## config.mk

```make
export PLATFORM = sky130hd
export DESIGN_NAME = amix_regs
export DESIGN_NICKNAME = d
export VERILOG_FILES = /design/src/hw/rtl/amix_pkg.sv /design/src/hw/rtl/amix_regs.sv
export SDC_FILE = /design/constraint.sdc
export NUM_CORES = 1
export LEC_CHECK = 0
export BUFFER_PORTS_ARGS = -buffer_cell sky130_fd_sc_hd__buf_2
export CORE_MARGIN = 2
export CORE_UTILIZATION = 50
export CTS_BUF_LIST = sky130_fd_sc_hd__clkbuf_4
export CTS_CLUSTER_DIAMETER = 40
export DETAILED_ROUTE_END_ITERATION = 12
export GPL_TIMING_DRIVEN = 0
export PLACE_DENSITY = 0.82
export SLEW_MARGIN = 20
export SYNTH_ARGS = -nofsm -noshare
export SYNTH_HDL_FRONTEND = slang
export SYNTH_SLANG_ARGS = --single-unit
```

## constraint.sdc

```tcl
create_clock -name clk -period 3.6 [get_ports clk]
set_input_delay 0.18 -clock clk [delete_from_list [all_inputs] [get_ports clk]]
set_output_delay 0.18 -clock clk [all_outputs]
set_load 0.05 [all_outputs]
```

## src/hw/rtl/amix_pkg.sv

```systemverilog
`timescale 1ns / 1ps
package amix_pkg;

  localparam int SRC_NUM    = 4;   // selector is two bits wide
  localparam int SRC_W      = 2;
  localparam int CNT_W      = 3;
  localparam int SMP_W      = 16;
  localparam int GAIN_W     = 16;
  localparam int PROD_W     = SMP_W + GAIN_W + 1;
  localparam int TERM_W     = SMP_W + 1;
  localparam int SUM_W      = SMP_W + 2;
  localparam int Q_SHIFT    = 15;
  localparam int Q_BIAS     = 32767;
  localparam int CFG_AW     = 5;
  localparam int CFG_DW     = 32;
  localparam int IN_DATA_W  = 32;
  localparam int IN_USER_W  = 4;
  localparam int OUT_DATA_W = 40;

  localparam logic [GAIN_W-1:0]      GAIN_UNITY = 16'h8000;
  localparam logic signed [SUM_W-1:0] SUM_MAX   = 18'sd32767;
  localparam logic signed [SUM_W-1:0] SUM_MIN   = -18'sd32768;
  localparam logic [SMP_W-1:0]       SMP_POS_SAT = 16'h7FFF;
  localparam logic [SMP_W-1:0]       SMP_NEG_SAT = 16'h8000;

  typedef enum logic [1:0] {
    CMD_WRITE = 2'd0,
    CMD_MIX   = 2'd1,
    CMD_END   = 2'd2,
    CMD_NOP   = 2'd3
  } cmd_code_t;

  typedef enum logic [2:0] {
    REG_SRC_COUNT = 3'd0,
    REG_GAIN_A    = 3'd1,
    REG_GAIN_B    = 3'd2,
    REG_GAIN_C    = 3'd3,
    REG_GAIN_D    = 3'd4,
    REG_RATE      = 3'd5,
    REG_MONO      = 3'd6
  } reg_idx_t;

  typedef enum logic [1:0] {
    RATE_HOLD1  = 2'd0,
    RATE_HOLD2  = 2'd1,
    RATE_HOLD4  = 2'd2,
    RATE_HOLD4B = 2'd3
  } rate_code_t;

  typedef enum logic [2:0] {
    ST_IDLE,
    ST_DECODE,
    ST_SRC,
    ST_MUL,
    ST_ACC,
    ST_DONE
  } state_t;

  typedef struct packed {
    logic [CNT_W-1:0]               source_count;
    logic [SRC_NUM-1:0][GAIN_W-1:0] gain;
    logic [2*SRC_NUM-1:0]           rate_codes;
    logic [SRC_NUM-1:0]             mono_mask;
  } cfg_t;

  localparam cfg_t CFG_RESET = '{
    source_count: '0,
    gain:         {SRC_NUM{GAIN_UNITY}},
    rate_codes:   '0,
    mono_mask:    '0
  };

  typedef struct packed {
    logic load_in;
    logic do_write;
    logic do_end;
    logic src_rd;
    logic src_mul;
    logic src_acc;
    logic src_starve;
    logic emit;
  } ctrl_t;

  typedef struct packed {
    cmd_code_t cmd;
    logic      no_sources;
    logic      src_last;
    logic      src_empty;
    logic      out_busy;
  } stat_t;

  function automatic logic [2:0] hold_len(input logic [1:0] code);
    logic [2:0] len;
    unique case (rate_code_t'(code))
      RATE_HOLD1:              len = 3'd1;
      RATE_HOLD2:              len = 3'd2;
      RATE_HOLD4, RATE_HOLD4B: len = 3'd4;
    endcase
    return len;
  endfunction

  // product / 32768, truncating toward zero
  function automatic logic signed [TERM_W-1:0] q15_trunc(input logic signed [PROD_W-1:0] p);
    logic signed [PROD_W-1:0] adj;
    adj = p[PROD_W-1] ? p + $signed(PROD_W'(Q_BIAS)) : p;
    return TERM_W'(adj >>> Q_SHIFT);
  endfunction

  function automatic logic [SMP_W-1:0] sat16(input logic signed [SUM_W-1:0] v);
    logic [SMP_W-1:0] r;
    priority if (v > SUM_MAX) r = SMP_POS_SAT;
    else if (v < SUM_MIN)     r = SMP_NEG_SAT;
    else                      r = v[SMP_W-1:0];
    return r;
  endfunction

endpackage

```

## src/hw/rtl/amix_regs.sv

```systemverilog
`timescale 1ns / 1ps
module amix_regs (
  input  logic                         clk,
  input  logic                         rst_n,
  input  logic                         psel,
  input  logic                         penable,
  input  logic                         pwrite,
  input  logic [amix_pkg::CFG_AW-1:0]  paddr,
  input  logic [amix_pkg::CFG_DW-1:0]  pwdata,
  output logic [amix_pkg::CFG_DW-1:0]  prdata,
  output logic                         pready,
  output amix_pkg::cfg_t               cfg
);
  import amix_pkg::*;

  cfg_t     cfg_r, cfg_nxt;
  reg_idx_t reg_idx;
  logic     wr_en;
  logic     gain_ok;

  assign pready  = 1'b1;
  assign wr_en   = psel && penable && pwrite;
  assign reg_idx = reg_idx_t'(paddr[CFG_AW-1:2]);
  // gains above unity are dropped
  assign gain_ok = (pwdata[GAIN_W-1:0] <= GAIN_UNITY);

  always_comb begin
    cfg_nxt = cfg_r;
    if (wr_en) begin
      unique case (reg_idx)
        REG_SRC_COUNT: cfg_nxt.source_count = pwdata[CNT_W-1:0];
        REG_GAIN_A: if (gain_ok) cfg_nxt.gain[0] = pwdata[GAIN_W-1:0];
        REG_GAIN_B: if (gain_ok) cfg_nxt.gain[1] = pwdata[GAIN_W-1:0];
        REG_GAIN_C: if (gain_ok) cfg_nxt.gain[2] = pwdata[GAIN_W-1:0];
        REG_GAIN_D: if (gain_ok) cfg_nxt.gain[3] = pwdata[GAIN_W-1:0];
        REG_RATE:      cfg_nxt.rate_codes = pwdata[2*SRC_NUM-1:0];
        REG_MONO:      cfg_nxt.mono_mask  = pwdata[SRC_NUM-1:0];
        default: ;
      endcase
    end
  end

  always_comb begin
    unique case (reg_idx)
      REG_SRC_COUNT: prdata = CFG_DW'(cfg_r.source_count);
      REG_GAIN_A:    prdata = CFG_DW'(cfg_r.gain[0]);
      REG_GAIN_B:    prdata = CFG_DW'(cfg_r.gain[1]);
      REG_GAIN_C:    prdata = CFG_DW'(cfg_r.gain[2]);
      REG_GAIN_D:    prdata = CFG_DW'(cfg_r.gain[3]);
      REG_RATE:      prdata = CFG_DW'(cfg_r.rate_codes);
      REG_MONO:      prdata = CFG_DW'(cfg_r.mono_mask);
      default:       prdata = '0;
    endcase
  end

  always_ff @(posedge clk) begin
    if (!rst_n) begin
      cfg_r <= CFG_RESET;
    end else begin
      cfg_r <= cfg_nxt;
    end
  end

  assign cfg = cfg_r;

endmodule

```

==> impl_metrics.prom, run 1 <==
# TYPE chip_impl_metric gauge
chip_impl_metric{name="power.leakage",unit="nW"} 2.31
chip_impl_metric{name="p_clk_share",unit="%"} 35.8
chip_impl_metric{name="worstSkewPairLatency",unit="ps"} 440
chip_impl_metric{name="place.detailed.hpwl",unit="microns"} 8260
chip_impl_metric{name="cts_made_buffers",unit=""} 9
chip_impl_info{name="timing.critical_path.from",value="paddr[2]"} 1
chip_impl_metric{name="ios",unit=""} 154
chip_impl_metric{name="routed_wl",unit="microns"} 11300
chip_impl_metric{name="grt_antenna_before_repair",unit=""} 0
chip_impl_metric{name="ctsResizeCount",unit=""} 0
chip_impl_metric{name="pwr-share-comb",unit="%"} 12.3
chip_impl_metric{name="clkSinkCount",unit=""} 79
chip_impl_info{name="cells_taking_the_most_area_after_synthesis",value="sky130_fd_sc_hd__dfxtp_1 (42%), sky130_fd_sc_hd__mux2i_1 (23%), sky130_fd_sc_hd__nand2_1 (8.6%)"} 1
chip_impl_metric{name="layout.cell_area.non_filler",unit="sq mm"} 0.00472
chip_impl_metric{name="worst_ep_required_time",unit="ps"} 3420
chip_impl_info{name="cp_slowest_cell",value="sky130_fd_sc_hd__clkbuf_1"} 1
chip_impl_metric{name="power.switching_fraction",unit="%"} 28.3
chip_impl_metric{name="yosys_warnings",unit=""} 0
chip_impl_info{name="r2r_start",value="cfg[28]$_SDFFE_PN0P_"} 1
chip_impl_metric{name="drt_first_iter_violations",unit=""} 265
chip_impl_metric{name="setup-tns-final",unit="ps"} 0
chip_impl_metric{name="worst_clock_skew",unit="ps"} 0
chip_impl_info{name="setup.worst_path.class",value="primary input to output pin"} 1
chip_impl_metric{name="number_of_hold_buffers_added_after_cts",unit=""} 0
chip_impl_metric{name="arrival",unit="ps"} 1750
chip_impl_metric{name="placeableCoreArea",unit="sq mm"} 0.00729
chip_impl_metric{name="antenna_left",unit=""} 0
chip_impl_metric{name="drt_pre_antenna_iters",unit=""} 5
chip_impl_metric{name="maxCapViolCount",unit=""} 0
chip_impl_metric{name="r2r_cells",unit=""} 2
chip_impl_metric{name="grt_first_pass_wirelength",unit="microns"} 17900
chip_impl_metric{name="timing.critical_path.slowest_cell_delay",unit="ps"} 390
chip_impl_metric{name="cts.reportedPaths.clkPinSlew",unit="ps"} 130
chip_impl_metric{name="row_count",unit=""} 31
chip_impl_metric{name="net_count_of_the_finished_layout",unit=""} 581
chip_impl_metric{name="clock_path_buffers",unit=""} 2
chip_impl_info{name="worst_path_most_repeated_cell",value="sky130_fd_sc_hd__buf_2"} 1
chip_impl_metric{name="buffer_ports.inserted",unit=""} 115
chip_impl_metric{name="start_util",unit="%"} 52.2
chip_impl_info{name="yosys.area.top_type",value="sky130_fd_sc_hd__dfxtp_1"} 1
chip_impl_info{name="ys_dominant_reg_cell",value="sky130_fd_sc_hd__dfxtp_1"} 1
chip_impl_info{name="endpoint",value="prdata[1]"} 1
chip_impl_metric{name="vias",unit=""} 3482
chip_impl_metric{name="timing_max_transition_violations_final",unit=""} 0
chip_impl_metric{name="timing.final.hold_violations",unit=""} 0
chip_impl_metric{name="ys_types",unit=""} 35
chip_impl_metric{name="setup_violations",unit=""} 0
chip_impl_info{name="outcome",value="complete, no violations"} 1
chip_impl_metric{name="maxSlewHeadroom",unit="%"} 43.8
chip_impl_metric{name="synth_cell_area",unit="sq mm"} 0.00380
chip_impl_info{name="crit_path_start_kind",value="primary input"} 1
chip_impl_info{name="cts_root_buffer",value="sky130_fd_sc_hd__clkbuf_4"} 1
chip_impl_metric{name="asyncSetResetFlopFracSynth",unit="%"} 0
chip_impl_info{name="hold_path.class",value="primary input to flip-flop"} 1
chip_impl_metric{name="synthesis.instances",unit=""} 398
chip_impl_metric{name="worst-r2r-setup-slack",unit="ps"} 2850
chip_impl_metric{name="power.density_cell_area",unit="mW/mm^2"} 360
chip_impl_metric{name="seq_power_share",unit="%"} 51.9
chip_impl_metric{name="worst_margin_slew",unit="ps"} 840
chip_impl_metric{name="fmaxAchievable",unit="MHz"} 519
chip_impl_metric{name="die_width",unit="microns"} 91.2
chip_impl_info{name="worst_r2r_end",value="cfg[28]$_SDFFE_PN0P_"} 1
chip_impl_metric{name="netSwitchingPower",unit="mW"} 0.482
chip_impl_metric{name="synthToLayoutAreaGrowth",unit="%"} 24.2
chip_impl_metric{name="die_y",unit="microns"} 91.2
chip_impl_metric{name="h-tree-depth",unit=""} 3
chip_impl_metric{name="first_global_vias",unit=""} 3556
chip_impl_metric{name="period_minus_slack",unit="ps"} 1930
chip_impl_metric{name="synth-edff-count",unit=""} 0
chip_impl_metric{name="grt_start_max_net_pins",unit=""} 15
chip_impl_metric{name="die_area",unit="sq mm"} 0.00832
chip_impl_metric{name="yosysTopAreaCellShare",unit="%"} 41.6
chip_impl_info{name="unrepaired_setup_endpoints_after_global_routing",value="no"} 1
chip_impl_info{name="crit_path_end_kind",value="output pin"} 1
chip_impl_metric{name="overall_fraction_of_global_route_tracks_in_use",unit="%"} 27.4
chip_impl_metric{name="fillers",unit=""} 639
chip_impl_metric{name="aggregate_global_routing_overflow",unit=""} 0
chip_impl_metric{name="postPlaceCellArea",unit="sq mm"} 0.00456
chip_impl_metric{name="num_antenna_cells",unit=""} 0
chip_impl_metric{name="fin_crit_sh",unit="%"} 53.5
chip_impl_metric{name="power.internal",unit="mW"} 1.22
chip_impl_metric{name="largest_reg_flops",unit=""} 79
chip_impl_metric{name="power.ir.vdd_worst",unit="mV"} 0.213
chip_impl_metric{name="ys_ff_latch",unit=""} 79
chip_impl_metric{name="postSynthAreaPerCell",unit="sq um"} 9.56
chip_impl_metric{name="vias_per_inst",unit=""} 5.42
chip_impl_metric{name="post_route_cells_drive_above_1_share",unit="%"} 31.8
chip_impl_metric{name="post-route-drc-count",unit=""} 0
chip_impl_metric{name="routed_wire_length_per_instance",unit="microns"} 17.6
chip_impl_metric{name="synth.yosys.seq_area_share",unit="%"} 41.6
chip_impl_info{name="tritoncts",value="yes"} 1
chip_impl_info{name="worstPathCellList",value="buf_2, buf_2, clkbuf_1, nor3b_1, a21oi_1, o21ai_0, buf_2"} 1
chip_impl_metric{name="postCtsSetupBuffers",unit=""} 0
chip_impl_metric{name="globalplace.congestion",unit=""} 0.896
chip_impl_metric{name="worstPathMaxFanout",unit=""} 10
==> stage by stage <==
step | utilization, % | power [mW] | hold slack (ps) | setup slack, ps | instances
6_report | 64.8 | 1.70 | 41.4 | 1670 | 643
3_3_place_gp | 62.5 | 1.10 | 458 | 1730 | 627
5_1_grt | 64.8 | 1.76 | 71.1 | 1600 | 643
3_5_place_dp | 62.5 | 1.11 | 468 | 1730 | 627
2_1_floorplan | - | 1.05 | 346 | 1380 | 413
4_1_cts | 64.8 | 1.69 | 36.4 | 1670 | 643
==> metal layers <==
layer | track usage (%) | vias up | part of all wire, %
met1 | 33.5 | 1673 | 40
met3 | 5.64 | 21 | 7.4
met4 | 12.9 | 0 | 2.3
met2 | 46.1 | 165 | 50
met5 | 0 | - | 0
li1 | - | 1623 | -
==> power groups by stage <==
stage	Combinational, mW	Clock (mW)	Sequential [mW]
6_report	0.209	0.609	0.882
5_1_grt	0.219	0.653	0.883
4_1_cts	0.205	0.607	0.882
3_5_place_dp	0.205	0	0.901
3_3_place_gp	0.202	0	0.901
2_1_floorplan	0.137	0	0.915
==> layout by cell type (no fill, tap or decap), types with 6 or more instances in the layout <==
cell type,count
sky130_fd_sc_hd__dfxtp_1,79
sky130_fd_sc_hd__clkbuf_4,9
sky130_fd_sc_hd__nor2_1,7
sky130_fd_sc_hd__buf_6,6
sky130_fd_sc_hd__nor2b_1,24
sky130_fd_sc_hd__buf_4,20
sky130_fd_sc_hd__mux2i_1,88
sky130_fd_sc_hd__buf_2,120
sky130_fd_sc_hd__nand2_1,87
sky130_fd_sc_hd__conb_1,17
sky130_fd_sc_hd__clkbuf_1,15
sky130_fd_sc_hd__a21oi_1,8
sky130_fd_sc_hd__a22oi_1,18
==> synth_stat cells, drive strengths merged, types with 4 or more instances <==
master / instances
a21oi: 8
nor2: 7
nor2b: 25
nand2: 87
a22oi: 18
buf: 33
clkbuf: 15
and3: 5
mux2i: 88
o21ai: 4
dfxtp: 79
==> layout make-up <==
class	instances	area [sq um]	share of cell area, %
multi-input combinational	285	1940	41.0
sequential	79	1580	33.5
timing repair buffer	115	576	12.2
buffer	48	339	7.18
tap	99	124	2.62
clock inverter	7	97.6	2.07
clock buffer	9	67.6	1.43
inverter	1	3.75	0.0794
==> how the worst min path moves through the flow <==
stage,from,to,slack [ps],cells after the start
after floorplan,pwdata[0],cfg[76]$_SDFFE_PN0P_,350,2
after global placement,cfg[45]$_SDFFE_PN0P_,cfg[45]$_SDFFE_PN0P_,460,2
after detailed placement,cfg[26]$_SDFFE_PN0P_,cfg[26]$_SDFFE_PN0P_,470,2
after CTS,pwdata[5],cfg[9]$_SDFFE_PN0P_,40,3
after global routing,pwdata[5],cfg[9]$_SDFFE_PN0P_,70,3
final,pwdata[5],cfg[9]$_SDFFE_PN0P_,40,3
==> logic make-up (layout without fill, tap and decap cells) <==
group / count (synthesis) / after routing / synth area share, %
simple gates: 137 / 137 / 17.2
buf+inv: 49 / 180 / 9.01
compound gates: 39 / 39 / 7.34
other cells: 2 / 17 / 0.197
flops: 79 / 79 / 41.6
mux: 92 / 92 / 24.6
==> critical path: cells and delay by family <==
family	cells	cell delay (ps)
AOI/OAI and AO/OA	2	160
buffers and inverters	4	1120
and+or+nand+nor	1	270
(Power assumes the default switching activity.)
==> run 2, diff against run 1 <==
--- a/config.mk
+++ b/config.mk
@@ -7,12 +7,12 @@
 export LEC_CHECK = 0
 export BUFFER_PORTS_ARGS = -buffer_cell sky130_fd_sc_hd__buf_2
 export CORE_MARGIN = 2
-export CORE_UTILIZATION = 50
+export CORE_UTILIZATION = 45
 export CTS_BUF_LIST = sky130_fd_sc_hd__clkbuf_4
 export CTS_CLUSTER_DIAMETER = 40
 export DETAILED_ROUTE_END_ITERATION = 12
 export GPL_TIMING_DRIVEN = 0
-export PLACE_DENSITY = 0.82
+export PLACE_DENSITY = 0.78
 export SLEW_MARGIN = 20
 export SYNTH_ARGS = -nofsm -noshare
 export SYNTH_HDL_FRONTEND = slang
==> constraint.sdc (replaced) <==
create_clock -name clk -period 1.71 [get_ports clk]
set_input_delay 0.0855 -clock clk [delete_from_list [all_inputs] [get_ports clk]]
set_output_delay 0.0855 -clock clk [all_outputs]
set_load 0.05 [all_outputs]
==> run 2 against run 1 <==
The run now ends with hold timing, setup timing left. Wire length rose by 2.7%. Hold slack got worse by 46 ps. Sequential share of layout area fell by 1.9 points. Critical path type is now flip-flop to output pin.
==> impl_metrics.prom, run 2 (synthesis results as in run 1) <==
# TYPE chip_impl_metric gauge
chip_impl_info{name="outcome",value="finished, violations left"} 1
chip_impl_info{name="violations",value="hold timing, setup timing"} 1
chip_impl_metric{name="die_width",unit="microns"} 95.9
chip_impl_metric{name="finish.utilization",unit="%"} 61.2
chip_impl_metric{name="place.detailed.hpwl",unit="microns"} 8180
chip_impl_metric{name="timing.final.hold_violations",unit=""} 2
chip_impl_metric{name="period_minus_slack",unit="ps"} 1780
chip_impl_metric{name="routed_wire_length_per_instance",unit="microns"} 17.3
chip_impl_metric{name="num_antenna_cells",unit=""} 0
chip_impl_metric{name="routed_wl",unit="microns"} 11600
chip_impl_metric{name="globalplace.congestion",unit=""} 0.849
chip_impl_metric{name="drt_first_iter_violations",unit=""} 176
chip_impl_info{name="crit_path_start_kind",value="flip-flop"} 1
chip_impl_metric{name="vias_per_inst",unit=""} 5.30
chip_impl_metric{name="placeableCoreArea",unit="sq mm"} 0.00822
chip_impl_info{name="layout.cells.most_common",value="sky130_fd_sc_hd__buf_2"} 1
chip_impl_metric{name="postPlaceCellArea",unit="sq mm"} 0.00458
chip_impl_metric{name="overall_fraction_of_global_route_tracks_in_use",unit="%"} 25.4
chip_impl_info{name="final_cell_mix",value="sky130_fd_sc_hd__buf_2 (117), sky130_fd_sc_hd__mux2i_1 (88), sky130_fd_sc_hd__nand2_1 (87)"} 1
chip_impl_metric{name="power",unit="mW"} 3.88
chip_impl_metric{name="ios",unit=""} 154
chip_impl_metric{name="hold_ws",unit="ps"} -5.04
chip_impl_metric{name="largest_reg_flops",unit=""} 79
chip_impl_metric{name="row_count",unit=""} 33
chip_impl_info{name="cp_slowest_cell",value="sky130_fd_sc_hd__mux4_2"} 1
chip_impl_metric{name="net_count_of_the_finished_layout",unit=""} 602
chip_impl_metric{name="arrival",unit="ps"} 1690
chip_impl_metric{name="die_y",unit="microns"} 95.9
chip_impl_metric{name="post-route-drc-count",unit=""} 0
chip_impl_metric{name="start_util",unit="%"} 46.3
chip_impl_metric{name="first_global_vias",unit=""} 3358
chip_impl_info{name="unrepaired_setup_endpoints_after_global_routing",value="yes"} 1
chip_impl_metric{name="fmaxAchievable",unit="MHz"} 563
chip_impl_metric{name="maxSlewHeadroom",unit="%"} 45.4
chip_impl_metric{name="worst_ep_required_time",unit="ps"} 1620
chip_impl_metric{name="worstPathMaxFanout",unit=""} 2
chip_impl_metric{name="worst_slack",unit="ps"} -65.0
chip_impl_metric{name="layout.cell_area.non_filler",unit="sq mm"} 0.00503
chip_impl_metric{name="cp.buffers_inverters",unit=""} 1
chip_impl_metric{name="power.density_cell_area",unit="mW/mm^2"} 771
chip_impl_metric{name="grt_start_max_net_pins",unit=""} 14
chip_impl_metric{name="antenna_left",unit=""} 0
chip_impl_metric{name="vias",unit=""} 3543
chip_impl_metric{name="power.ir.vdd_worst",unit="mV"} 0.364
chip_impl_info{name="cts_root_buffer",value="sky130_fd_sc_hd__clkbuf_4"} 1
chip_impl_metric{name="setup_violations",unit=""} 2
chip_impl_info{name="setup.worst_path.class",value="flip-flop to output pin"} 1
chip_impl_metric{name="buffer_ports.inserted",unit=""} 115
chip_impl_info{name="hold_path.class",value="primary input to flip-flop"} 1
chip_impl_metric{name="h-tree-depth",unit=""} 3
chip_impl_metric{name="worst_margin_slew",unit="ps"} 815
chip_impl_metric{name="grt_antenna_before_repair",unit=""} 0
chip_impl_info{name="tritoncts",value="yes"} 1
chip_impl_metric{name="fin_crit_sh",unit="%"} 104
chip_impl_info{name="crit_path_end_kind",value="output pin"} 1
chip_impl_metric{name="timing.critical_path.slowest_cell_delay",unit="ps"} 470
chip_impl_info{name="cp_top_family",value="multiplexers"} 1
chip_impl_metric{name="grt_first_pass_wirelength",unit="microns"} 17500
chip_impl_metric{name="worstSkewPairLatency",unit="ps"} 450
chip_impl_metric{name="power.leakage",unit="nW"} 2.45
chip_impl_metric{name="cts_made_buffers",unit=""} 9
chip_impl_metric{name="aggregate_global_routing_overflow",unit=""} 0
chip_impl_metric{name="maxCapViolCount",unit=""} 0
chip_impl_metric{name="worst-r2r-setup-slack",unit="ps"} 960
chip_impl_metric{name="cts.reportedPaths.clkPinSlew",unit="ps"} 110
chip_impl_metric{name="clkSinkCount",unit=""} 79
chip_impl_metric{name="worst_clock_skew",unit="ps"} 0
chip_impl_metric{name="drt_pre_antenna_iters",unit=""} 5
chip_impl_info{name="worstPathCellList",value="mux4_2, mux2_2, buf_6"} 1
chip_impl_metric{name="post_route_cells_drive_above_1_share",unit="%"} 33.7
chip_impl_metric{name="synthToLayoutAreaGrowth",unit="%"} 32.2
chip_impl_metric{name="timing_max_transition_violations_final",unit=""} 0
chip_impl_metric{name="die_area",unit="sq mm"} 0.00920
chip_impl_metric{name="clock_path_buffers",unit=""} 2
run 2: cell types whose count changed in the layout (fill, tap and decap cells not counted), moves of 2 or more:
cell,delta
sky130_fd_sc_hd__a21oi_1,-3
sky130_fd_sc_hd__a21oi_2,+3
sky130_fd_sc_hd__buf_2,-3
sky130_fd_sc_hd__buf_4,+7
sky130_fd_sc_hd__bufinv_16,+2
sky130_fd_sc_hd__clkinv_4,-2
sky130_fd_sc_hd__dfxtp_1,-4
sky130_fd_sc_hd__dfxtp_2,+4
sky130_fd_sc_hd__dlygate4sd3_1,+14
sky130_fd_sc_hd__o21ai_0,-2
run 2: tightest hold or removal path: cells and delay by family:
family | cells | cell delay, ps
multiplexers | 1 | 80
AND/OR/NAND/NOR | 1 | 90
buffers and inverters | 1 | 140
run 2: timing repair:
item / CTS / global route
setup endpoints to repair: 4 / 22
endpoints found under the hold margin: 34 / 0
pin swaps: 0 / 1
resized for setup: 9 / 4
hold buffers: 14 / 0
buffers inserted: 3 / 3
cloned: 0 / 1
run 2: area by class of cell:
type,count,area (sq um)
flip-flops and latches,79,1590
well taps,105,131
clock inverters,6,134
multi-input cells,285,1960
fillers,698,3190
clock buffers,9,67.6
inverters,1,3.75
plain buffers,48,349
repair buffers,136,801
run 2: final timing paths:
check | to | startpoint | depth (start not counted)
worst max-delay path | prdata[2] | cfg[46]$_SDFFE_PN0P_ | 3
worst min-delay path | cfg[78]$_SDFFE_PN0P_ | pwdata[2] | 3
worst max register to register | cfg[46]$_SDFFE_PN0P_ | cfg[46]$_SDFFE_PN0P_ | 3
worst min register to register | cfg[30]$_SDFFE_PN0P_ | cfg[30]$_SDFFE_PN0P_ | 2
run 2: metrics by stage:
step | TNS (ps) | cells | setup slack [ps]
2_1_floorplan | -38.2 | 413 | -38.2
3_3_place_gp | -372 | 633 | -104
3_5_place_dp | -852 | 633 | -139
4_1_cts | -68.4 | 665 | -63.2
5_1_grt | -123 | 669 | -84.3
6_report | -94.8 | 669 | -65.0
run 2: where the power goes:
| group | total [mW] | internal, mW | leakage [nW] | switching, mW |
|---|---|---|---|---|
| clock network | 1.55 | 0.879 | 0.106 | 0.672 |
| logic | 0.472 | 0.145 | 1.70 | 0.327 |
| registers | 1.86 | 1.85 | 0.639 | 0.00692 |
run 2: metal layers:
layer / vias to the layer above / share of wire (%) / routed length (microns) / track usage (%)
met5: - / 0 / 0 / 0
met4: 0 / 2.7 / 314 / 10.2
met3: 29 / 6.2 / 714 / 3.84
met2: 158 / 49 / 5700 / 43.7
met1: 1704 / 42 / 4860 / 31.8
li1: 1652 / - / - / -
