==> src/hw/rtl/amix_pkg.sv <==
`timescale 1ns / 1ps
package amix_pkg;

  localparam int SRC_NUM    = 4;   // selector is two bits wide
  localparam int SRC_W      = 2;
  localparam int CNT_W      = 3;
  localparam int SMP_W      = 16;
  localparam int GAIN_W     = 16;
  localparam int PROD_W     = SMP_W + GAIN_W + 1;
  localparam int TERM_W     = SMP_W + 1;
  localparam int SUM_W      = SMP_W + 2;
  localparam int Q_SHIFT    = 15;
  localparam int Q_BIAS     = 32767;
  localparam int CFG_AW     = 5;
  localparam int CFG_DW     = 32;
  localparam int IN_DATA_W  = 32;
  localparam int IN_USER_W  = 4;
  localparam int OUT_DATA_W = 40;

  localparam logic [GAIN_W-1:0]      GAIN_UNITY = 16'h8000;
  localparam logic signed [SUM_W-1:0] SUM_MAX   = 18'sd32767;
  localparam logic signed [SUM_W-1:0] SUM_MIN   = -18'sd32768;
  localparam logic [SMP_W-1:0]       SMP_POS_SAT = 16'h7FFF;
  localparam logic [SMP_W-1:0]       SMP_NEG_SAT = 16'h8000;

  typedef enum logic [1:0] {
    CMD_WRITE = 2'd0,
    CMD_MIX   = 2'd1,
    CMD_END   = 2'd2,
    CMD_NOP   = 2'd3
  } cmd_code_t;

  typedef enum logic [2:0] {
    REG_SRC_COUNT = 3'd0,
    REG_GAIN_A    = 3'd1,
    REG_GAIN_B    = 3'd2,
    REG_GAIN_C    = 3'd3,
    REG_GAIN_D    = 3'd4,
    REG_RATE      = 3'd5,
    REG_MONO      = 3'd6
  } reg_idx_t;

  typedef enum logic [1:0] {
    RATE_HOLD1  = 2'd0,
    RATE_HOLD2  = 2'd1,
    RATE_HOLD4  = 2'd2,
    RATE_HOLD4B = 2'd3
  } rate_code_t;

  typedef enum logic [2:0] {
    ST_IDLE,
    ST_DECODE,
    ST_SRC,
    ST_MUL,
    ST_ACC,
    ST_DONE
  } state_t;

  typedef struct packed {
    logic [CNT_W-1:0]               source_count;
    logic [SRC_NUM-1:0][GAIN_W-1:0] gain;
    logic [2*SRC_NUM-1:0]           rate_codes;
    logic [SRC_NUM-1:0]             mono_mask;
  } cfg_t;

  localparam cfg_t CFG_RESET = '{
    source_count: '0,
    gain:         {SRC_NUM{GAIN_UNITY}},
    rate_codes:   '0,
    mono_mask:    '0
  };

  typedef struct packed {
    logic load_in;
    logic do_write;
    logic do_end;
    logic src_rd;
    logic src_mul;
    logic src_acc;
    logic src_starve;
    logic emit;
  } ctrl_t;

  typedef struct packed {
    cmd_code_t cmd;
    logic      no_sources;
    logic      src_last;
    logic      src_empty;
    logic      out_busy;
  } stat_t;

  function automatic logic [2:0] hold_len(input logic [1:0] code);
    logic [2:0] len;
    unique case (rate_code_t'(code))
      RATE_HOLD1:              len = 3'd1;
      RATE_HOLD2:              len = 3'd2;
      RATE_HOLD4, RATE_HOLD4B: len = 3'd4;
    endcase
    return len;
  endfunction

  // product / 32768, truncating toward zero
  function automatic logic signed [TERM_W-1:0] q15_trunc(input logic signed [PROD_W-1:0] p);
    logic signed [PROD_W-1:0] adj;
    adj = p[PROD_W-1] ? p + $signed(PROD_W'(Q_BIAS)) : p;
    return TERM_W'(adj >>> Q_SHIFT);
  endfunction

  function automatic logic [SMP_W-1:0] sat16(input logic signed [SUM_W-1:0] v);
    logic [SMP_W-1:0] r;
    priority if (v > SUM_MAX) r = SMP_POS_SAT;
    else if (v < SUM_MIN)     r = SMP_NEG_SAT;
    else                      r = v[SMP_W-1:0];
    return r;
  endfunction

endpackage

==> src/hw/rtl/amix_ctrl.sv <==
`timescale 1ns / 1ps
module amix_ctrl (
  input  logic            clk,
  input  logic            rst_n,
  input  logic            in_valid,
  output logic            in_ready,
  input  amix_pkg::stat_t stat,
  output amix_pkg::ctrl_t ctrl
);
  import amix_pkg::*;

  state_t state_r, state_nxt;

  always_ff @(posedge clk) begin
    if (!rst_n) begin
      state_r <= ST_IDLE;
    end else begin
      state_r <= state_nxt;
    end
  end

  always_comb begin
    state_nxt = state_r;
    unique case (state_r)
      ST_IDLE: begin
        if (in_valid) state_nxt = ST_DECODE;
      end
      ST_DECODE: begin
        if (stat.cmd == CMD_MIX && !stat.no_sources) state_nxt = ST_SRC;
        else                                          state_nxt = ST_DONE;
      end
      ST_SRC: begin
        if (!stat.src_empty)    state_nxt = ST_MUL;
        else if (stat.src_last) state_nxt = ST_DONE;
      end
      ST_MUL: state_nxt = ST_ACC;
      ST_ACC: begin
        state_nxt = stat.src_last ? ST_DONE : ST_SRC;
      end
      ST_DONE: begin
        if (!stat.out_busy) state_nxt = ST_IDLE;
      end
      default: state_nxt = ST_IDLE;
    endcase
  end

  always_comb begin
    ctrl     = '0;
    in_ready = 1'b0;
    unique case (state_r)
      ST_IDLE: begin
        in_ready     = 1'b1;
        ctrl.load_in = in_valid;
      end
      ST_DECODE: begin
        ctrl.do_write = (stat.cmd == CMD_WRITE);
        ctrl.do_end   = (stat.cmd == CMD_END);
      end
      ST_SRC: begin
        ctrl.src_rd     = !stat.src_empty;
        ctrl.src_starve = stat.src_empty;
      end
      ST_MUL:  ctrl.src_mul = 1'b1;
      ST_ACC:  ctrl.src_acc = 1'b1;
      ST_DONE: ctrl.emit    = !stat.out_busy;
      default: ;
    endcase
  end

  a_accept_decode: assert property (@(posedge clk) disable iff (!rst_n)
    (in_valid && in_ready) |=> (state_r == ST_DECODE))
    else $error("accepted beat not decoded next cycle");

  a_mul_after_src: assert property (@(posedge clk) disable iff (!rst_n)
    (state_r == ST_MUL) |-> ($past(state_r) == ST_SRC))
    else $error("multiply without ring read");

  a_emit_idle: assert property (@(posedge clk) disable iff (!rst_n)
    ctrl.emit |=> (state_r == ST_IDLE))
    else $error("controller not idle after result");

endmodule

==> config.mk <==
export PLATFORM = sky130hd
export DESIGN_NAME = amix_ctrl
export DESIGN_NICKNAME = d
export VERILOG_FILES = /design/src/hw/rtl/amix_pkg.sv /design/src/hw/rtl/amix_ctrl.sv
export SDC_FILE = /design/constraint.sdc
export NUM_CORES = 1
export LEC_CHECK = 0
export CAP_MARGIN = 0
export CORE_AREA = 2 2 39 41
export DETAILED_ROUTE_END_ITERATION = 12
export DIE_AREA = 0 0 41 43
export DONT_BUFFER_PORTS = 1
export GPL_TIMING_DRIVEN = 0
export HOLD_SLACK_MARGIN = 0.15
export PLACE_DENSITY = 0.43
export SLEW_MARGIN = 20
export SYNTH_ARGS = -nofsm -noshare
export SYNTH_HDL_FRONTEND = slang
export SYNTH_SLANG_ARGS = --single-unit
==> constraint.sdc <==
create_clock -name clk -period 1.4 [get_ports clk]
set_input_delay 0 -clock clk [delete_from_list [all_inputs] [get_ports clk]]
set_output_delay 0 -clock clk [all_outputs]
set_load 0.02 [all_outputs]
==> metrics.md, run 1 <==
| Metric | Value |
|---|---|
| Largest cells by area after synthesis | dfxtp_1, nor2_1, and2_1, a2bb2oi_1, nand2_1 |
| Routed vias | 313 |
| Mapped Nets | 48 |
| Peak Freq | ~0.75 GHz |
| Initial Util | ~20% |
| Post-synthesis cell count | 39 |
| Hold_ws | 0.155 ns |
| Crit path DAT | 1.44 ns |
| NumNets Final | approximately 60 |
| Vias in the first global route | roughly 270 |
| Post-synthesis average cell area | about 7 um^2 |
| Clock Sinks | 3 |
| GR Util met1 | 11.4% |
| Worst setup path category | register to register |
| Dpl hpwl | roughly 550 um |
| Worst Setup Start Kind | register |
| CORE AREA | 1380 um^2 |
| CTS tree | done |
| Final core occ | 31.7% |
| Reg area | 60.1 um^2 |
| Top reg by flops | state_r |
| Synth Register Bits | 3 |
| Setup TNS | 0 ns |
| Worst min-delay path category | primary input to output pin |
| Port buffer count | 0 |
| Area grow syn2layout | 61.8% |
| Routability congestion estimate from global placement | 0.683 |
| Post-Route WL | 749 um |
| Area leader, netlist | dfxtp_1 |
| Initial DRC Count | 1 |
| Design area | about 440 um^2 |
| Peak supply drop | 0.000284 V |
| ANT cells | 0 |
| DRT Pass-1 Iters | 2 |
| Leakage | approximately 0.18 nW |
| Antenna Nets Post-Route | 0 |
| First-pass GRT wire length | 1080 um |
| Slew Limit Fails | 0 |
| Initial antenna violation count | 0 |
| I/O pin cnt | 18 |
| Layout cells sized above 1 | 25.5% |
| Most used DFF post-synth | dfxtp_1 |
| # Max-Cap Violations | 0 |
| Footprint of the multi-input gates | 233 um^2 |
| Seq/Total Area, Yosys | 22.1% |
| Async S/R FF share, synth | 0% |
| Clock Tree Buf Depth | 2 |
| GRT Max-Usage Layer | met2 |
| Post-synth top cells | nor2_1, nand2_1, and2_1, dfxtp_1 |
| H-tree depth | 1 |
| Crit path capture type | register |
| Cell area after synthesis | between 200 and 300 um^2 |
| # DRC | 0 |
| Clock root cell | clkbuf_4 |
| Max-slew headroom | 74.6% |
| CP required | between 1.5 and 2 ns |
| Worst skew pair latency | 0.23 ns |
| Std-Cell Rows | 14 |
| Tcrit/Tclk final | 95.0% |
| Maximum number of pins on one net before global-route repair | 11 |
| Met2 usage | a little under an eighth |
| DIE HEIGHT | roughly 43 um |
| Via density per instance | 4.67 |
| Max reg flops | 3 |
| Top flop regs | state_r (3) |
| Final hold viol count | 0 |
| Worst-Margin Slew | 0.380 ns |
| Clock-pin slew on the worst setup and hold paths | 0.04 ns |
| CTS Buf Count | 3 |
| Post-synth EDFFs | 0 |
| GRT met3 Usage | 3.14% |
| Setup repair bufs after CTS | 0 |
| RSZ-0062 raised after global routing | no |
| Yosys warns | 0 |
| Minimum clock period | 1.33 ns |
| Die footprint | 1760 um^2 |
| Total power | 0.535 mW |
| Die X | 41 um |
| Global Route Usage Sum | a little under a tenth |
| Final setup vio count | 0 |
| PwrDens | 1220 nW/um^2 |
| GRT overflow | 0 |
| Top cell type's share of synthesized area | 22.1% |
| Per-cell routed wire length | 11.2 um |
| Cell with the most instances after synthesis | nor2_1 |
| Fill count | 150 |
| Max Clock Skew | 0.00445 ns |
| CP max FO | 10 |
| Synth cell types | 21 |
| Placed cell area | 292 um^2 |
| Run status | completed |
==> final cells by class <==
| type | count | area share [%] |
|---|---|---|
| flip-flops and latches | 3 | 13.7 |
| clock buffers | 4 | 5.98 |
| repair buffers | 8 | 18.2 |
| multi-input cells | 33 | 53.0 |
| well taps | 16 | 4.56 |
| plain buffers | 2 | 3.70 |
| inverters | 1 | 0.855 |
==> repair_timing <==
item | 4_1_cts | 5_1_grt
hold endpoints to repair | 7 | 1
hold buffers | 7 | 1
pin swaps | 0 | 1
setup endpoints to repair | 3 | 4
cloned | 0 | 0
gates resized for setup | 9 | 4
==> metrics by stage <==
stage / cells / worst slack (ns)
floorplan: 39 / 0.127
global placement: 55 / -0.0351
detailed placement: 55 / -0.0369
CTS: 66 / 0.0273
global route: 67 / 0.00364
finish: 67 / 0.0705
==> power by group <==
| part | switching (mW) | internal (mW) |
|---|---|---|
| clock network | 0.0432 | 0.107 |
| registers | 0.0162 | 0.103 |
| logic | 0.163 | 0.104 |
| total | 0.222 | 0.313 |
==> cell families after synthesis <==
logic type / synth area share, %
buffers and inverters: 6.91
AOI/OAI and AO/OA: 17.5
and+or+nand+nor: 53.5
DFF: 22.1
==> critical path, stage by stage (launching register included) <==
cell	delay, ns
dfxtp_1	0.30
buf_6	0.13
or4_1	0.50
nand4_1	0.10
and2_4	0.14
a31oi_1	0.03
==> final timing paths <==
check                     startpoint                 endpoint  slack [ns]  cells past startpoint
max          state_r[1]$_SDFFE_PN0P_  state_r[2]$_SDFFE_PN0P_        0.07                      5
min                          stat[5]                  ctrl[5]        0.15                      1
max reg2reg  state_r[1]$_SDFFE_PN0P_  state_r[2]$_SDFFE_PN0P_        0.07                      5
min reg2reg  state_r[0]$_SDFFE_PN0P_  state_r[2]$_SDFFE_PN0P_        0.74                      3
==> routing by layer <==
layer  wire length [um]  share of wire, %
met2                327                44
met5                  0                 0
met4                 10               1.3
met3                 65               8.7
met1                345                46
==> cell usage in the layout (no fill, tap or decap) <==
cell	Yosys	layout
dlygate4sd3_1	0	8
nor2_1	7	4
nand2_1	4	4
clkbuf_4	0	3
dfxtp_1	3	3
nor2_2	0	2
and2_4	0	2
nand4_1	2	2
a2bb2oi_1	2	2
o21ai_0	2	2
a31oi_1	2	2
buf_2	0	1
buf_6	1	1
nand2b_1	1	1
nor2b_1	1	1
and2_1	3	1
and3_2	1	1
inv_1	1	1
nor2_4	0	1
nor3b_4	0	1
and2b_1	1	1
nor3_4	0	1
nor3b_1	2	1
or4bb_1	1	1
or4_1	1	1
and3_1	1	1
o21a_1	1	1
clkbuf_1	1	1
No activity file was read; power rests on OpenSTA's default activity.
==> run 2, diff against run 1 <==
--- a/config.mk
+++ b/config.mk
@@ -5,14 +5,16 @@
 export SDC_FILE = /design/constraint.sdc
 export NUM_CORES = 1
 export LEC_CHECK = 0
+export BUFFER_PORTS_ARGS = -buffer_cell sky130_fd_sc_hd__buf_4
 export CAP_MARGIN = 0
+export CELL_PAD_IN_SITES_DETAIL_PLACEMENT = 1
+export CELL_PAD_IN_SITES_GLOBAL_PLACEMENT = 1
 export CORE_AREA = 2 2 39 41
 export DETAILED_ROUTE_END_ITERATION = 12
 export DIE_AREA = 0 0 41 43
-export DONT_BUFFER_PORTS = 1
 export GPL_TIMING_DRIVEN = 0
 export HOLD_SLACK_MARGIN = 0.15
-export PLACE_DENSITY = 0.43
+export PLACE_DENSITY = 0.74
 export SLEW_MARGIN = 20
 export SYNTH_ARGS = -nofsm -noshare
 export SYNTH_HDL_FRONTEND = slang
==> run 2 against run 1 <==
Against the previous run:
- final area is 13% higher
- via count is 20% higher
- routed wire length is 13% higher
- worst hold slack better by 0.062 ns
==> metrics.md, run 2 (synthesis gave the netlist of run 1 again) <==
| Metric | Value |
|---|---|
| Tcrit/Tclk final | 96.2% (was 95.0%) |
| Hold depth | 4 (was 1) |
| Max reg flops | 3 (unchanged) |
| DIE HEIGHT | 43 um (unchanged) |
| Worst min-delay path category | primary input to register (was primary input to output pin) |
| Routed vias | 375 (was 313) |
| CTS tree | done (unchanged) |
| # DRC | 0 (unchanged) |
| Peak supply drop | 0.000335 V (was 0.000284 V) |
| Top flop regs | state_r (3) (unchanged) |
| Per-cell routed wire length | 10.6 um (was 11.2 um) |
| Port buffer count | 17 (was 0) |
| Crit path capture type | register (unchanged) |
| Switching fraction of total power | 38.9% (was 41.5%) |
| ANT cells | 0 (unchanged) |
| Worst-Margin Slew | 0.246 ns (was 0.380 ns) |
| Std-Cell Rows | 14 (unchanged) |
| Most common cell after layout, fill and taps aside | buf_4 (was dlygate4sd3_1) |
| Area grow syn2layout | 82.0% (was 61.8%) |
| I/O pin cnt | 18 (unchanged) |
| Antenna Nets Post-Route | 0 (unchanged) |
| Total power | 0.565 mW (was 0.535 mW) |
| Maximum number of pins on one net before global-route repair | 11 (unchanged) |
| Initial Util | 19.6% (unchanged) |
| Vias in the first global route | 369 (was 266) |
| Initial antenna violation count | 0 (unchanged) |
| Setup repair bufs after CTS | 0 (unchanged) |
| Final setup vio count | 0 (unchanged) |
| Reg area | 60.1 um^2 (unchanged) |
| GRT met3 Usage | 2.09% (was 3.14%) |
| Worst setup path category | register to register (unchanged) |
| Crit path DAT | 1.46 ns (was 1.44 ns) |
| # Max-Cap Violations | 0 (unchanged) |
| Clock power frac | 27.0% (was 28.0%) |
| GRT Max-Usage Layer | met2 (unchanged) |
| Slew Limit Fails | 0 (unchanged) |
| Clock Sinks | 3 (unchanged) |
| CP max FO | 10 (unchanged) |
| Max-slew headroom | 83.6% (was 74.6%) |
| PwrDens | 1140 nW/um^2 (was 1220 nW/um^2) |
| Minimum clock period | 1.35 ns (was 1.33 ns) |
| Reg power frac | 20.9% (was 22.2%) |
| Leakage | 0.237 nW (was 0.180 nW) |
| Layout cells sized above 1 | 40.6% (was 25.5%) |
| CTS Buf Count | 3 (unchanged) |
| Worst Setup Start Kind | register (unchanged) |
| Run status | completed (unchanged) |
| Via density per instance | 4.69 (was 4.67) |
| Die footprint | 1760 um^2 (unchanged) |
| Global Route Usage Sum | 11.0% (was 9.40%) |
| GRT overflow | 0 (unchanged) |
| Initial DRC Count | 1 (unchanged) |
| Final hold viol count | 0 (unchanged) |
| Dpl hpwl | 635 um (was 545 um) |
| Clock Tree Buf Depth | 2 (unchanged) |
| CP required | 1.51 ns (about the same) |
| Commonest cells after routing, fill and taps aside | buf_4, nor2_1, nand2_1, dlygate4sd3_1 (was dlygate4sd3_1, nor2_1, nand2_1) |
| Peak Freq | 0.742 GHz (was 0.752 GHz) |
| Clock-pin slew on the worst setup and hold paths | 0.04 ns (about the same) |
| Setup TNS | 0 ns (unchanged) |
| Reg2reg path depth | 5 (unchanged) |
| CORE AREA | 1380 um^2 (unchanged) |
| Post-Route WL | 850 um (was 749 um) |
| DRT Pass-1 Iters | 2 (unchanged) |
| Top reg by flops | state_r (unchanged) |
| Clock root cell | clkbuf_4 (unchanged) |
| RSZ-0062 raised after global routing | yes (was no) |
| Routability congestion estimate from global placement | 0.775 (was 0.683) |
| Footprint of the multi-input gates | 200 um^2 (was 233 um^2) |
| Met2 usage | 17.5% (was 11.6%) |
| Max Clock Skew | 0.00134 ns (was 0.00445 ns) |
| H-tree depth | 1 (unchanged) |
| Fill count | 176 (was 150) |
| GR Util met1 | 13.1% (was 11.4%) |
| Internal | 0.345 mW (was 0.313 mW) |
| First-pass GRT wire length | 1370 um (was 1080 um) |
| Worst skew pair latency | 0.23 ns (about the same) |
| Comb pwr share | 52.1% (was 49.8%) |
| NumNets Final | 74 (was 61) |
| Die X | 41 um (unchanged) |
| Switch Pwr | 0.220 mW (was 0.222 mW) |
==> run 2: what timing repair did <==
| action | CTS | global route |
|---|---|---|
| resized for setup | 1 | 4 |
| setup endpoints to repair | 2 | 1 |
| hold buffers | 4 | 0 |
| pin swaps | 0 | 0 |
| endpoints found under the hold margin | 3 | 0 |
==> run 2: final timing paths <==
check,slack (ns),to,from
setup / recovery,0.05,state_r[2]$_SDFFE_PN0P_,state_r[1]$_SDFFE_PN0P_
hold / removal,0.22,state_r[2]$_SDFFE_PN0P_,stat[3]
setup reg to reg,0.05,state_r[2]$_SDFFE_PN0P_,state_r[1]$_SDFFE_PN0P_
hold reg to reg,0.73,state_r[0]$_SDFFE_PN0P_,state_r[2]$_SDFFE_PN0P_
==> run 2: layout make-up <==
cell class                 instances  area share [%]
buffer                             2            3.29
multi-input combinational         33            40.5
clock buffer                       4            5.32
inverter                           1           0.759
sequential                         3            12.2
tap                               16            4.05
timing repair buffer              21            33.9
==> run 2: power groups by stage <==
stage          clock network, mW  logic, mW  registers, mW
3_5_place_dp                   0      0.270          0.119
6_report                   0.152      0.294          0.118
5_1_grt                    0.167      0.323          0.121
2_1_floorplan                  0      0.172          0.114
4_1_cts                    0.158      0.283          0.117
3_3_place_gp                   0      0.266          0.119
==> run 2: layer usage <==
| layer | wire, um | vias to the layer above | share of wire (%) |
|---|---|---|---|
| met4 | 13 | 0 | 1.5 |
| met3 | 42 | 2 | 4.9 |
| met1 | 393 | 171 | 46 |
| met5 | 0 | - | 0 |
| met2 | 401 | 13 | 47 |
| li1 | - | 189 | - |
==> run 2: worst max-delay path, cell delays in order, from the launching register on <==
cell and delay (ns):
dfxtp_1 0.30, buf_6 0.13, or4_1 0.51, nand4_1 0.11, and2_4 0.15, a31oi_1 0.03
==> run 2: stage by stage <==
stage / util [%] / worst slack (ns) / std cells / area (um^2) / hold WS (ns)
floorplan: - / 0.127 / 39 / 272 / 0.0798
global placement: 30.3 / 0.0803 / 72 / 419 / 0.240
detailed placement: 30.3 / 0.0550 / 72 / 419 / 0.236
CTS: 35.2 / 0.00814 / 80 / 487 / 0.218
global route: 35.7 / 0.00137 / 80 / 494 / 0.261
finish: 35.7 / 0.0532 / 80 / 494 / 0.217
==> run 3, diff against run 2 <==
--- a/config.mk
+++ b/config.mk
@@ -15,6 +15,7 @@
 export GPL_TIMING_DRIVEN = 0
 export HOLD_SLACK_MARGIN = 0.15
 export PLACE_DENSITY = 0.74
+export SETUP_SLACK_MARGIN = 0.2
 export SLEW_MARGIN = 20
 export SYNTH_ARGS = -nofsm -noshare
 export SYNTH_HDL_FRONTEND = slang
==> run 3 against run 2 <==
Against the previous run:
- final area grew 16%
- via count grew 4.0%
- combinational power grew 30%
- critical path depth shrank 1
- sequential power grew 12%
- total power grew 18%
- fmax shrank 1.5%
- critical path type unchanged
- largest power group unchanged
==> metrics.md, run 3 (synthesis gave the netlist of run 1 again) <==
| Metric | Value |
|---|---|
| Run status | completed (unchanged) |
| Switch Pwr | 0.265 mW (was 0.220 mW) |
| Worst-Margin Slew | 0.265 ns (was 0.246 ns) |
| Std-Cell Rows | 14 (unchanged) |
| Fill count | 165 (was 176) |
| Layout cells sized above 1 | 59.1% (was 40.6%) |
| Clock power frac | 23.2% (was 27.0%) |
| Worst skew pair latency | 0.24 ns (was 0.23 ns) |
| Minimum clock period | 1.37 ns (was 1.35 ns) |
| Area grow syn2layout | 112% (was 82.0%) |
| Setup TNS | 0 ns (unchanged) |
| Commonest cells after routing, fill and taps aside | buf_4, nor2_1, nand2_1 (was buf_4, nor2_1, nand2_1, dlygate4sd3_1) |
| Port buffer count | 17 (unchanged) |
| Final hold viol count | 0 (unchanged) |
| Internal | 0.404 mW (was 0.345 mW) |
| Clock Tree Buf Depth | 2 (unchanged) |
| Clock root cell | clkbuf_4 (unchanged) |
| Worst setup path category | register to register (unchanged) |
| Initial antenna violation count | 0 (unchanged) |
| # DRC | 0 (unchanged) |
| Peak supply drop | 0.000313 V (was 0.000335 V) |
| Top flop regs | state_r (3) (unchanged) |
| I/O pin cnt | 18 (unchanged) |
| Routed vias | 390 (was 375) |
| CP max FO | 5 (was 10) |
| PwrDens | 1160 nW/um^2 (was 1140 nW/um^2) |
| CTS Buf Count | 3 (unchanged) |
| Crit path capture type | register (unchanged) |
| Dpl hpwl | 652 um (was 635 um) |
| Leakage | 0.261 nW (was 0.237 nW) |
| Reg-to-reg critical path startpoint | state_r[2]$_SDFFE_PN0P_ (was state_r[1]$_SDFFE_PN0P_) |
| Comb pwr share | 57.0% (was 52.1%) |
| GRT overflow | 0 (unchanged) |
| Routability congestion estimate from global placement | 0.732 (was 0.775) |
| Peak Freq | 0.731 GHz (was 0.742 GHz) |
| Reg power frac | 19.8% (was 20.9%) |
| Die X | 41 um (unchanged) |
| Via density per instance | 4.76 (was 4.69) |
| # Max-Cap Violations | 0 (unchanged) |
| Final setup vio count | 0 (unchanged) |
| Per-cell routed wire length | 14.3 um (was 10.6 um) |
| Global Route Usage Sum | 12.8% (was 11.0%) |
| Worst Setup Start Kind | register (unchanged) |
| PnR worst setup slack | 0.0327 ns (was 0.0532 ns) |
| DRT Pass-1 Iters | 1 (was 2) |
| Crit path DAT | 1.47 ns (was 1.46 ns) |
| Setup WS pre-CTS | 0.0733 ns (was 0.0550 ns) |
| Max-slew headroom | 82.3% (was 83.6%) |
| Tcrit/Tclk final | 97.7% (was 96.2%) |
| Initial Util | 19.6% (unchanged) |
| Slew Limit Fails | 0 (unchanged) |
| Min-delay src | stat[1] (was stat[3]) |
| Antenna Nets Post-Route | 0 (unchanged) |
| Most common cell after layout, fill and taps aside | buf_4 (unchanged) |
| NumNets Final | 76 (was 74) |
| H-tree depth | 1 (unchanged) |
| Maximum number of pins on one net before global-route repair | 11 (unchanged) |
| Clock Sinks | 3 (unchanged) |
| ANT cells | 0 (unchanged) |
| CTS tree | done (unchanged) |
| Worst min-delay path category | primary input to register (unchanged) |
| Critical path launch point | state_r[2]$_SDFFE_PN0P_ (was state_r[1]$_SDFFE_PN0P_) |
| RSZ-0062 raised after global routing | yes (unchanged) |
| Die footprint | 1760 um^2 (unchanged) |
| Switching fraction of total power | 39.6% (was 38.9%) |
| Post-Route WL | 1170 um (was 850 um) |
| CP required | 1.50 ns (was 1.51 ns) |
| Max reg flops | 3 (unchanged) |
| Vias in the first global route | 383 (was 369) |
| Top reg by flops | state_r (unchanged) |
| CORE AREA | 1380 um^2 (unchanged) |
| Initial DRC Count | 0 (was 1) |
| Clock-pin slew on the worst setup and hold paths | 0.03 ns (was 0.04 ns) |
| DIE HEIGHT | 43 um (unchanged) |
| Max Clock Skew | 0.00527 ns (was 0.00134 ns) |
| First-pass GRT wire length | 1500 um (was 1370 um) |
-- run 3: cell count changes in the layout (fill, tap and decap cells not counted), sizes merged --
cell	delta
clkbuf	+1
buf	+2
dlygate4sd3	-1
-- run 3: cell type report --
cell class / instances / area [um^2] / area share [%]
clock buffers: 4 / 26.3 / 4.58
flip-flops and latches: 3 / 66.3 / 11.5
inverters: 1 / 3.75 / 0.654
well taps: 16 / 20.0 / 3.49
plain buffers: 2 / 25.0 / 4.36
repair buffers: 23 / 196 / 34.2
multi-input cells: 33 / 236 / 41.2
-- run 3: repair_timing --
item,4_1_cts,5_1_grt
resized for setup,7,11
pin swaps,2,3
endpoints found under the hold margin,3,0
gates cloned,0,1
hold buffers,3,0
setup endpoints to repair,10,11
buffers inserted,0,2
-- run 3: layer usage --
metal | global-route usage (%) | vias up | routed length (um)
met4 | 12.0 | 0 | 28
met1 | 14.6 | 182 | 422
li1 | - | 193 | -
met5 | 0 | - | 0
met2 | 19.7 | 13 | 672
met3 | 0.524 | 2 | 47
-- run 3: power groups by stage --
stage	Combinational (mW)	Clock (mW)	Sequential [mW]
6_report	0.381	0.155	0.132
5_1_grt	0.414	0.169	0.136
4_1_cts	0.306	0.161	0.124
3_5_place_dp	0.278	0	0.121
3_3_place_gp	0.274	0	0.119
2_1_floorplan	0.181	0	0.114
-- run 3: metrics by stage --
stage	cell area [um^2]	utilization, %	hold WS (ns)	total power [mW]	cells
5_1_grt	574	41.5	0.199	0.719	82
4_1_cts	507	36.6	0.177	0.591	79
3_3_place_gp	429	31.0	0.242	0.394	72
3_5_place_dp	429	31.0	0.235	0.399	72
6_report	574	41.5	0.188	0.668	82
2_1_floorplan	282	-	0.0511	0.295	39
-- run 3: worst paths after layout --
path	cells after the start	slack (ns)	end
worst min-delay path	3	0.19	state_r[2]$_SDFFE_PN0P_
worst max-delay path	4	0.03	state_r[2]$_SDFFE_PN0P_
worst max register to register	4	0.03	state_r[2]$_SDFFE_PN0P_
worst min register to register	4	0.74	state_r[0]$_SDFFE_PN0P_
-- run 3: worst max-delay path, stage by stage, from the launching register on --
cell and delay [ns]:
dfxtp_4 0.36, or4_4 0.53, nand4_1 0.14, and2_4 0.17, a31oi_2 0.03
